[src/hdl/dmtp_pkg.sv]
// ----------------------------------------------------------------------------
// Dot matrix transition pixel package
// Matrix geometry, effect codes, shared types and the phase reduction helper.
// ----------------------------------------------------------------------------
`default_nettype none

package dmtp_pkg;

    localparam int ROWS        = 24;
    localparam int COLS        = 48;
    localparam int HALF        = ROWS / 2;
    localparam int NUM_EFFECTS = 20;

    localparam int RW    = $clog2(ROWS);
    localparam int XW    = $clog2(COLS);
    localparam int AW    = $clog2(ROWS * COLS);
    localparam int PW    = $clog2(COLS);
    localparam int CRD_W = $clog2(3 * COLS + 64) + 1;

    localparam logic MODE_LOAD   = 1'b0;
    localparam logic MODE_RENDER = 1'b1;

    typedef enum logic [4:0] {
        EFF_SLIDE_IN_R    = 5'd0,
        EFF_SLIDE_OUT_L   = 5'd1,
        EFF_ROT_L         = 5'd2,
        EFF_ROT_R         = 5'd3,
        EFF_OPEN_H        = 5'd4,
        EFF_CLOSE_H       = 5'd5,
        EFF_SMEAR_R       = 5'd6,
        EFF_SMEAR_L       = 5'd7,
        EFF_STRETCH_R     = 5'd8,
        EFF_STRETCH_L     = 5'd9,
        EFF_WIPE_DOWN     = 5'd10,
        EFF_WIPE_UP       = 5'd11,
        EFF_SLIDE_DOWN    = 5'd12,
        EFF_SLIDE_UP      = 5'd13,
        EFF_OPEN_V        = 5'd14,
        EFF_CLOSE_V       = 5'd15,
        EFF_STRETCH_DOWN  = 5'd16,
        EFF_STRETCH_UP    = 5'd17,
        EFF_CHECKER_DOWN  = 5'd18,
        EFF_CHECKER_UP    = 5'd19
    } t_effect;

    typedef logic signed [CRD_W-1:0] t_crd;

    // Source coordinate of a pixel and whether the source bit is shown at all.
    typedef struct packed {
        logic          ok;
        logic [RW-1:0] sy;
        logic [XW-1:0] sx;
    } t_src;

    // Remainder of a 6-bit value by a constant divisor, as restoring steps.
    function automatic logic [5:0] f_mod(input logic [5:0] v, input int d);
        logic [5:0] r;
        r = v;
        for (int k = 5; k >= 0; k--) begin
            if (int'(r) >= (d << k)) begin
                r = r - 6'(d << k);
            end
        end
        return r;
    endfunction

endpackage

`default_nettype wire

[src/hdl/dmtp_addr.sv]
// ----------------------------------------------------------------------------
// Dot matrix transition pixel source address unit
// Maps effect, reduced phase and pixel coordinate to the source pixel.
// ----------------------------------------------------------------------------
`default_nettype none

module dmtp_addr (
    input  wire logic                 i_mode,
    input  wire dmtp_pkg::t_effect    i_effect,
    input  wire logic [dmtp_pkg::PW-1:0] i_p,
    input  wire logic [5:0]           i_col,
    input  wire logic [4:0]           i_row,
    output dmtp_pkg::t_src            o_src
);

    localparam dmtp_pkg::t_crd C_COLS = dmtp_pkg::t_crd'(dmtp_pkg::COLS);
    localparam dmtp_pkg::t_crd C_ROWS = dmtp_pkg::t_crd'(dmtp_pkg::ROWS);
    localparam dmtp_pkg::t_crd C_HALF = dmtp_pkg::t_crd'(dmtp_pkg::HALF);
    localparam dmtp_pkg::t_crd C_ONE  = dmtp_pkg::t_crd'(1);
    localparam dmtp_pkg::t_crd C_TWO  = dmtp_pkg::t_crd'(2);

    dmtp_pkg::t_crd x;
    dmtp_pkg::t_crd y;
    dmtp_pkg::t_crd p;
    dmtp_pkg::t_crd s;
    dmtp_pkg::t_crd sx;
    dmtp_pkg::t_crd sy;
    logic           dark;
    logic           chk;
    logic           in_matrix;
    logic           in_range;

    always_comb begin
        x    = dmtp_pkg::t_crd'(i_col);
        y    = dmtp_pkg::t_crd'(i_row);
        p    = dmtp_pkg::t_crd'(i_p);
        s    = '0;
        sx   = x;
        sy   = y;
        dark = 1'b0;
        chk  = 1'b1;
        if (i_mode == dmtp_pkg::MODE_RENDER) begin
            unique case (i_effect)
                dmtp_pkg::EFF_SLIDE_OUT_L: begin
                    if (x < p) sx = C_COLS - p + x - C_ONE;
                    else dark = 1'b1;
                end
                dmtp_pkg::EFF_ROT_L: begin
                    sx = x + p;
                    if (sx >= C_COLS) sx = sx - C_COLS;
                end
                dmtp_pkg::EFF_ROT_R: begin
                    sx = x - p - C_ONE;
                    if (sx < 0) sx = sx + C_COLS;
                end
                dmtp_pkg::EFF_OPEN_H: begin
                    dark = (x < C_ROWS - p) || (x > C_ROWS + p);
                end
                dmtp_pkg::EFF_CLOSE_H: begin
                    dark = !((x < p + C_ONE) || (x > C_TWO * C_ROWS - p - C_ONE));
                end
                dmtp_pkg::EFF_SMEAR_R: begin
                    if (x >= p) sx = p;
                end
                dmtp_pkg::EFF_SMEAR_L: begin
                    s = C_COLS - p;
                    if (x < s) sx = s - C_ONE;
                end
                dmtp_pkg::EFF_STRETCH_R: begin
                    if (x >= p) sx = p + ((x - p) >>> 1);
                end
                dmtp_pkg::EFF_STRETCH_L: begin
                    s = C_COLS - p;
                    if (x < s) sx = p + ((s - x) >>> 1);
                end
                dmtp_pkg::EFF_WIPE_DOWN: begin
                    dark = !(y < p);
                end
                dmtp_pkg::EFF_WIPE_UP: begin
                    dark = y < C_ROWS - p;
                end
                dmtp_pkg::EFF_SLIDE_DOWN: begin
                    if (y < p) sy = y + C_ROWS - p;
                    else dark = 1'b1;
                end
                dmtp_pkg::EFF_SLIDE_UP: begin
                    s = C_ROWS - p;
                    if (y < s) dark = 1'b1;
                    else sy = y - s;
                end
                dmtp_pkg::EFF_OPEN_V: begin
                    dark = (y < C_HALF - p) || (y > C_HALF + p);
                end
                dmtp_pkg::EFF_CLOSE_V: begin
                    dark = !((y < p + C_ONE) || (y > C_TWO * C_HALF - p - C_TWO));
                end
                dmtp_pkg::EFF_STRETCH_DOWN, dmtp_pkg::EFF_CHECKER_DOWN: begin
                    if (y >= p) begin
                        sy = p + ((y - p) >>> 1);
                        if (i_effect == dmtp_pkg::EFF_CHECKER_DOWN) chk = sy[0] != x[0];
                    end
                end
                dmtp_pkg::EFF_STRETCH_UP, dmtp_pkg::EFF_CHECKER_UP: begin
                    s = C_ROWS - p;
                    if (y < s) begin
                        sy = p + ((s - y) >>> 1);
                        if (i_effect == dmtp_pkg::EFF_CHECKER_UP) chk = sy[0] != x[0];
                    end
                end
                default: begin
                    // Slide in from the right; also taken by unknown effect codes.
                    s = C_COLS - p;
                    if (x < s) dark = 1'b1;
                    else sx = x - s;
                end
            endcase
        end
    end

    assign in_matrix = (int'(i_col) < dmtp_pkg::COLS) && (int'(i_row) < dmtp_pkg::ROWS);
    assign in_range  = (sx >= 0) && (sx < C_COLS) && (sy >= 0) && (sy < C_ROWS);

    assign o_src.ok = in_matrix && in_range && !dark && chk;
    assign o_src.sy = sy[dmtp_pkg::RW-1:0];
    assign o_src.sx = sx[dmtp_pkg::XW-1:0];

endmodule

`default_nettype wire

[src/hdl/dot_matrix_transition_pixel_top.sv]
// ----------------------------------------------------------------------------
// Dot matrix transition pixel
// Source image store and per-pixel transition effect renderer.
// ----------------------------------------------------------------------------
// One item is taken every clock cycle and busy never rises. A render result
// is on o_valid/o_pixel_on for exactly one cycle and is taken once the item
// has passed the registers listed below; load items produce no result. The receiver
// cannot stall, and since the pipeline never waits, no result is held back.
// An item passes four registers: the input register, the reduced phase, the
// source address, and the registered read data of the single read/write port
// of the image memory. Loads write the memory in the same stage in which
// renders read it, so items see the image in transfer order without
// forwarding.
// ----------------------------------------------------------------------------
`default_nettype none

module dot_matrix_transition_pixel_top (
    input  wire logic       i_clk,
    input  wire logic       i_rst_n,
    input  wire logic       start,
    output logic            busy,
    input  wire logic       i_mode,
    input  wire logic [4:0] i_effect,
    input  wire logic [5:0] i_phase,
    input  wire logic [5:0] i_col,
    input  wire logic [4:0] i_row,
    input  wire logic       i_pixel_in,
    output logic            o_valid,
    output logic            o_pixel_on
);

    // Stage 1: captured item.
    logic                       r_s1_vld;
    logic                       r_s1_mode;
    logic [4:0]                 r_s1_effect;
    logic [5:0]                 r_s1_phase;
    logic [5:0]                 r_s1_col;
    logic [4:0]                 r_s1_row;
    logic                       r_s1_pix;

    // Stage 2: reduced phase.
    logic                       r_s2_vld;
    logic                       r_s2_mode;
    dmtp_pkg::t_effect          r_s2_effect;
    logic [dmtp_pkg::PW-1:0]    r_s2_p;
    logic [5:0]                 r_s2_col;
    logic [4:0]                 r_s2_row;
    logic                       r_s2_pix;

    // Stage 3: source address.
    logic                       r_s3_vld;
    logic                       r_s3_mode;
    dmtp_pkg::t_src             r_s3_src;
    logic                       r_s3_pix;

    // Stage 4: memory read data.
    logic                       r_s4_vld;
    logic                       r_s4_mode;
    logic                       r_s4_ok;
    logic                       r_rd;

    dmtp_pkg::t_effect          n_s2_effect;
    logic [dmtp_pkg::PW-1:0]    n_s2_p;
    dmtp_pkg::t_src             n_s3_src;
    logic [dmtp_pkg::AW-1:0]    mem_idx;

    logic mem [dmtp_pkg::ROWS * dmtp_pkg::COLS];

    assign busy = 1'b0;

    always_ff @(posedge i_clk) begin
        if (!i_rst_n) begin
            r_s1_vld <= 1'b0;
            r_s2_vld <= 1'b0;
            r_s3_vld <= 1'b0;
            r_s4_vld <= 1'b0;
        end else begin
            r_s1_vld <= start && !busy;
            r_s2_vld <= r_s1_vld;
            r_s3_vld <= r_s2_vld;
            r_s4_vld <= r_s3_vld;
        end
    end

    // Effect codes past the last one behave as the slide in from the right.
    always_comb begin
        if (int'(r_s1_effect) >= dmtp_pkg::NUM_EFFECTS) begin
            n_s2_effect = dmtp_pkg::EFF_SLIDE_IN_R;
        end else begin
            n_s2_effect = dmtp_pkg::t_effect'(r_s1_effect);
        end
        unique case (n_s2_effect)
            dmtp_pkg::EFF_SLIDE_IN_R, dmtp_pkg::EFF_SLIDE_OUT_L,
            dmtp_pkg::EFF_ROT_L, dmtp_pkg::EFF_ROT_R,
            dmtp_pkg::EFF_SMEAR_R, dmtp_pkg::EFF_SMEAR_L,
            dmtp_pkg::EFF_STRETCH_R, dmtp_pkg::EFF_STRETCH_L: begin
                n_s2_p = dmtp_pkg::PW'(dmtp_pkg::f_mod(r_s1_phase, dmtp_pkg::COLS));
            end
            dmtp_pkg::EFF_OPEN_V, dmtp_pkg::EFF_CLOSE_V: begin
                n_s2_p = dmtp_pkg::PW'(dmtp_pkg::f_mod(r_s1_phase, dmtp_pkg::HALF));
            end
            default: begin
                n_s2_p = dmtp_pkg::PW'(dmtp_pkg::f_mod(r_s1_phase, dmtp_pkg::ROWS));
            end
        endcase
    end

    dmtp_addr u_addr (
        .i_mode   (r_s2_mode),
        .i_effect (r_s2_effect),
        .i_p      (r_s2_p),
        .i_col    (r_s2_col),
        .i_row    (r_s2_row),
        .o_src    (n_s3_src)
    );

    assign mem_idx = dmtp_pkg::AW'(r_s3_src.sy) * dmtp_pkg::AW'(dmtp_pkg::COLS)
                   + dmtp_pkg::AW'(r_s3_src.sx);

    always_ff @(posedge i_clk) begin
        r_s1_mode   <= i_mode;
        r_s1_effect <= i_effect;
        r_s1_phase  <= i_phase;
        r_s1_col    <= i_col;
        r_s1_row    <= i_row;
        r_s1_pix    <= i_pixel_in;

        r_s2_mode   <= r_s1_mode;
        r_s2_effect <= n_s2_effect;
        r_s2_p      <= n_s2_p;
        r_s2_col    <= r_s1_col;
        r_s2_row    <= r_s1_row;
        r_s2_pix    <= r_s1_pix;

        r_s3_mode   <= r_s2_mode;
        r_s3_src    <= n_s3_src;
        r_s3_pix    <= r_s2_pix;

        r_s4_mode   <= r_s3_mode;
        r_s4_ok     <= r_s3_src.ok;
    end

    // Image memory: one port; every item reads it, and a load with a valid source also writes it.
    always_ff @(posedge i_clk) begin
        if (r_s3_vld && r_s3_mode == dmtp_pkg::MODE_LOAD && r_s3_src.ok) begin
            mem[mem_idx] <= r_s3_pix;
        end
        r_rd <= mem[mem_idx];
    end

    assign o_valid    = r_s4_vld && (r_s4_mode == dmtp_pkg::MODE_RENDER);
    assign o_pixel_on = o_valid && r_s4_ok && r_rd;

endmodule

`default_nettype wire

[config.mk]
export PLATFORM = sky130hd
export DESIGN_NAME = dot_matrix_transition_pixel_top
export DESIGN_NICKNAME = d
export VERILOG_FILES = /design/src/hdl/dmtp_pkg.sv /design/src/hdl/dmtp_addr.sv /design/src/hdl/dot_matrix_transition_pixel_top.sv
export SDC_FILE = /design/constraint.sdc
export NUM_CORES = 2
export LEC_CHECK = 0
export BUFFER_PORTS_ARGS = -buffer_cell sky130_fd_sc_hd__buf_4
export CAP_MARGIN = 30
export CORE_MARGIN = 2
export CORE_UTILIZATION = 50
export CTS_CLUSTER_DIAMETER = 120
export DETAILED_ROUTE_END_ITERATION = 10
export GPL_ROUTABILITY_DRIVEN = 1
export PLACE_DENSITY = 0.77
export SETUP_SLACK_MARGIN = 0.2
export SYNTH_ARGS = -nofsm -noshare
export SYNTH_HDL_FRONTEND = slang
export SYNTH_SLANG_ARGS = --single-unit
[constraint.sdc]
create_clock -name i_clk -period 24 [get_ports i_clk]
set_clock_uncertainty 0.2 [all_clocks]
set_input_delay 1.2 -clock i_clk [delete_from_list [all_inputs] [get_ports i_clk]]
set_output_delay 1.2 -clock i_clk [all_outputs]
set_load 0.02 [all_outputs]
==> impl_results.md <==
* Final ANT Viol Nets at 0
* Final #Nets at 4354
* Diodes inserted at 0
* Sw frac at 27.6%
* Yosys cell types at 85
* Worst setup SP type: flop
* Syn Std Cell Area at 0.0570 mm^2
* Post-CTS sizing at 0
* First-pass GRT wire length at 224 mm
* Largest net degree at the start of global routing at 309
* Final wirelength at 152 mm
* Setup CP Type: reg -> reg
* Setup TNS at 0 ps
* RSZ-0062 raised after global routing: false
* Peak Freq at 0.175 GHz
* Gate power share at 18.4%
* Initial core utilization at 50.5%
* CTS root buf: clkbuf_16
* Synthesis-to-finish area growth at 10.5%
* Net Switching at 0.00142 W
* Clock latency on the worst-skew pair at 720 ps
* Wire length per cell at 26.3 um
* Top cell type's share of synthesized area at 60.7%
* Gr usage total at 25.7%
* Post-detail-place hpwl at 84.1 mm
* P_leak at 19.4 nW
* Core Util, Final at 55.8%
* Die width at 342 um
* Row cnt at 123
* Power density over cell area at 81.4 mW/mm^2
* Core box area at 0.113 mm^2
* Initial DRT Pass Iterations at 6
* Placed Area at 0.0589 mm^2
* CTS tree: built
* Post-CTS setup buffers at 0
* Post-synth top area cell: edfxtp_1
* Ranking of synthesized cells by area: edfxtp_1 (61%), mux4_2 (11%), nor2_1 (8.2%), ha_1 (3.0%), dfxtp_1 (2.4%)
* WP data arrival at 6120 ps
* Run status: complete, no violations
* Main synth FF type: edfxtp_1
* Sequential group share of total power at 46.0%
* Place WS at 18490 ps
* Syn avg cell area at 13.4 um^2
* Setup violators final at 0
* Vias at 36634
* CP Capture Type: flop
* Crit-path max FO at 9
* Final worst-path cycle share at 23.7%
* Design area at 0.0629 mm^2
* CTS buffer count at 121
* Drt drc at 0
* Grt ovf at 0
* Die Span Y at 342 um
* Synthesis-stage register bit count at 1221
* Synth warn at 0
* CTS H-tree lvls at 3
* Endpoints failing hold at 0
* Synthesized Nets at 4434
* DR iter-0 viols at 5777
* Largest buffer count on any clock path at 3
* Initial antenna violation count at 1
* Fin. max-slew vios at 0
* Max_slew headroom at 17.9%
* Post-CTS Hold Buffers at 0
* Final Critical Period at 5700 ps
* Pint at 0.00371 W
* Final Worst Setup Slack at 18300 ps
* I/O Pins at 30
* Worst Path Required at 24420 ps
* Synthesized instance count at 4258
* Share of layout cells above drive strength 1 at 15.3%
* Total Die Area at 0.117 mm^2
* Max Cap Viol at 0
* EDFF count, synth at 1152
* DR vias/cell at 6.33
* Hold Slack at 113 ps
* FFs w/ async S/R, synth at 0%
* Buffers added on ports at 28
* Worst-path clk slew at 60 ps
* Clock power frac at 35.6%
* CTS sink cnt at 1221
* Hold crit path type: reg -> reg
* Vias in the first global route at 35964
* Worst IR Drop VDD at 0.0709 mV
* Least-Margin Pin Slew at 1230 ps
* FILL cells at 8602
* Seq/Total Area, Yosys at 63.2%
* Final Wtd Congestion at 0.902
path summary, 6_finish.rpt:
check | startpoint | endpoint | slack (ps) | cells past startpoint
setup / recovery | r_s2_p[1] | r_s3_src[11] | 18300 | 14
hold / removal | r_s1_mode | r_s2_mode | 110 | 0
setup reg to reg | r_s2_p[1] | r_s3_src[11] | 18300 | 14
hold reg to reg | r_s1_mode | r_s2_mode | 110 | 0
final cells by class:
class / count / area, um^2 / area share (%)
clock inverter: 64 / 562 / 0.893
tap: 1500 / 1880 / 2.98
clock buffer: 164 / 3220 / 5.12
inverter: 81 / 304 / 0.483
multi-input combinational: 2619 / 19500 / 30.9
sequential: 1221 / 36000 / 57.2
timing repair buffer: 134 / 1530 / 2.44
kinds of logic after synthesis:
group           Yosys count  synth area share (%)
flops                  1221                  63.2
buf+inv                 418                  2.89
simple gates           1606                  11.6
mux                     298                  11.6
compound gates          480                  5.95
xor+xnor                 85                  1.32
other cells               1               0.00658
fa+ha+maj               149                  3.46
cells in the mapped netlist (all sizes together) (7+ instances only):
library cell,n
a211oi,17
a21boi,8
a21o,25
a21oi,74
a221oi,13
a22o,7
a22oi,153
a31oi,10
and2,15
and3,11
buf,84
clkbuf,253
dfxtp,69
edfxtp,1152
fa,14
ha,135
inv,80
mux2i,8
mux4,290
nand2,140
nand2b,22
nand3,21
nand4,44
nor2,1240
nor2b,28
nor3,28
nor3b,7
o211ai,16
o21a,14
o21ai,60
o311ai,7
o31ai,8
or2,13
or3,7
xnor2,65
xor2,20
power by group through the flow:
stage	clock, W	sequential [W]	combinational [W]
6_report	0.00183	0.00236	0.000940
5_1_grt	0.00192	0.00236	0.000998
4_1_cts	0.00184	0.00236	0.000917
3_5_place_dp	0	0.00240	0.000912
3_3_place_gp	0	0.00241	0.000888
2_1_floorplan	0	0.00244	0.000633
cells in the final DEF (no fill, tap or decap), types with 8 or more instances in the layout:
| cell type | instances |
|---|---|
| a211oi_1 | 16 |
| nor3_1 | 24 |
| a21o_1 | 25 |
| fa_1 | 14 |
| clkinv_2 | 14 |
| nand2_1 | 107 |
| clkbuf_1 | 40 |
| nor2_1 | 1238 |
| edfxtp_1 | 1152 |
| or2_2 | 13 |
| ha_1 | 135 |
| a221oi_1 | 13 |
| and3_1 | 9 |
| o211ai_1 | 16 |
| clkbuf_16 | 122 |
| a21boi_0 | 8 |
| xnor2_1 | 64 |
| a22oi_1 | 153 |
| a31oi_1 | 10 |
| nand3_1 | 21 |
| dfxtp_1 | 66 |
| o21a_1 | 14 |
| o31ai_1 | 8 |
| nor2b_1 | 28 |
| o21ai_0 | 59 |
| nand4_1 | 44 |
| xor2_1 | 20 |
| inv_1 | 79 |
| clkinv_1 | 29 |
| nand2b_1 | 22 |
| buf_16 | 22 |
| buf_4 | 101 |
| mux4_2 | 290 |
| a21oi_1 | 74 |
| nand2_2 | 32 |
| and2_1 | 14 |
| mux2i_1 | 8 |
critical path, cell delays in order (launching register included):
cell and delay, ps:
dfxtp_1 320, inv_1 510, ha_1 480, and2_1 400, xnor2_1 270, ha_1 610, inv_1 200, a221oi_1 490
nand2_1 170, o21ba_2 230, o311ai_0 790, o32ai_1 210, nor3_1 320, o221ai_1 210, a211oi_2 200
per-stage QoR:
step / total power (W) / std cells
6_report: 0.00512 / 5783
2_1_floorplan: 0.00307 / 4258
3_5_place_dp: 0.00332 / 5543
4_1_cts: 0.00511 / 5771
3_3_place_gp: 0.00329 / 5525
5_1_grt: 0.00528 / 5783
state kept, by name, indices dropped and copies added (netlist names), 5 cells and up:
name / flops
mem: 1152
r_s3_src: 12
r_s1_col: 6
r_s1_phase: 6
r_s2_col: 6
r_s2_p: 6
r_s1_effect: 5
r_s1_row: 5
r_s2_effect: 5
r_s2_row: 5
layer usage:
metal | global-route usage, % | vias to the layer above | routed length (um) | part of all wire [%]
li1 | - | 15558 | - | -
met1 | 33.6 | 18377 | 54600 | 36
met2 | 42.5 | 2305 | 73500 | 48
met3 | 5.36 | 394 | 17400 | 11
met4 | 9.84 | 0 | 6610 | 4.3
met5 | 0 | - | 0 | 0
Note: power is estimated with default switching activity, not from simulation.
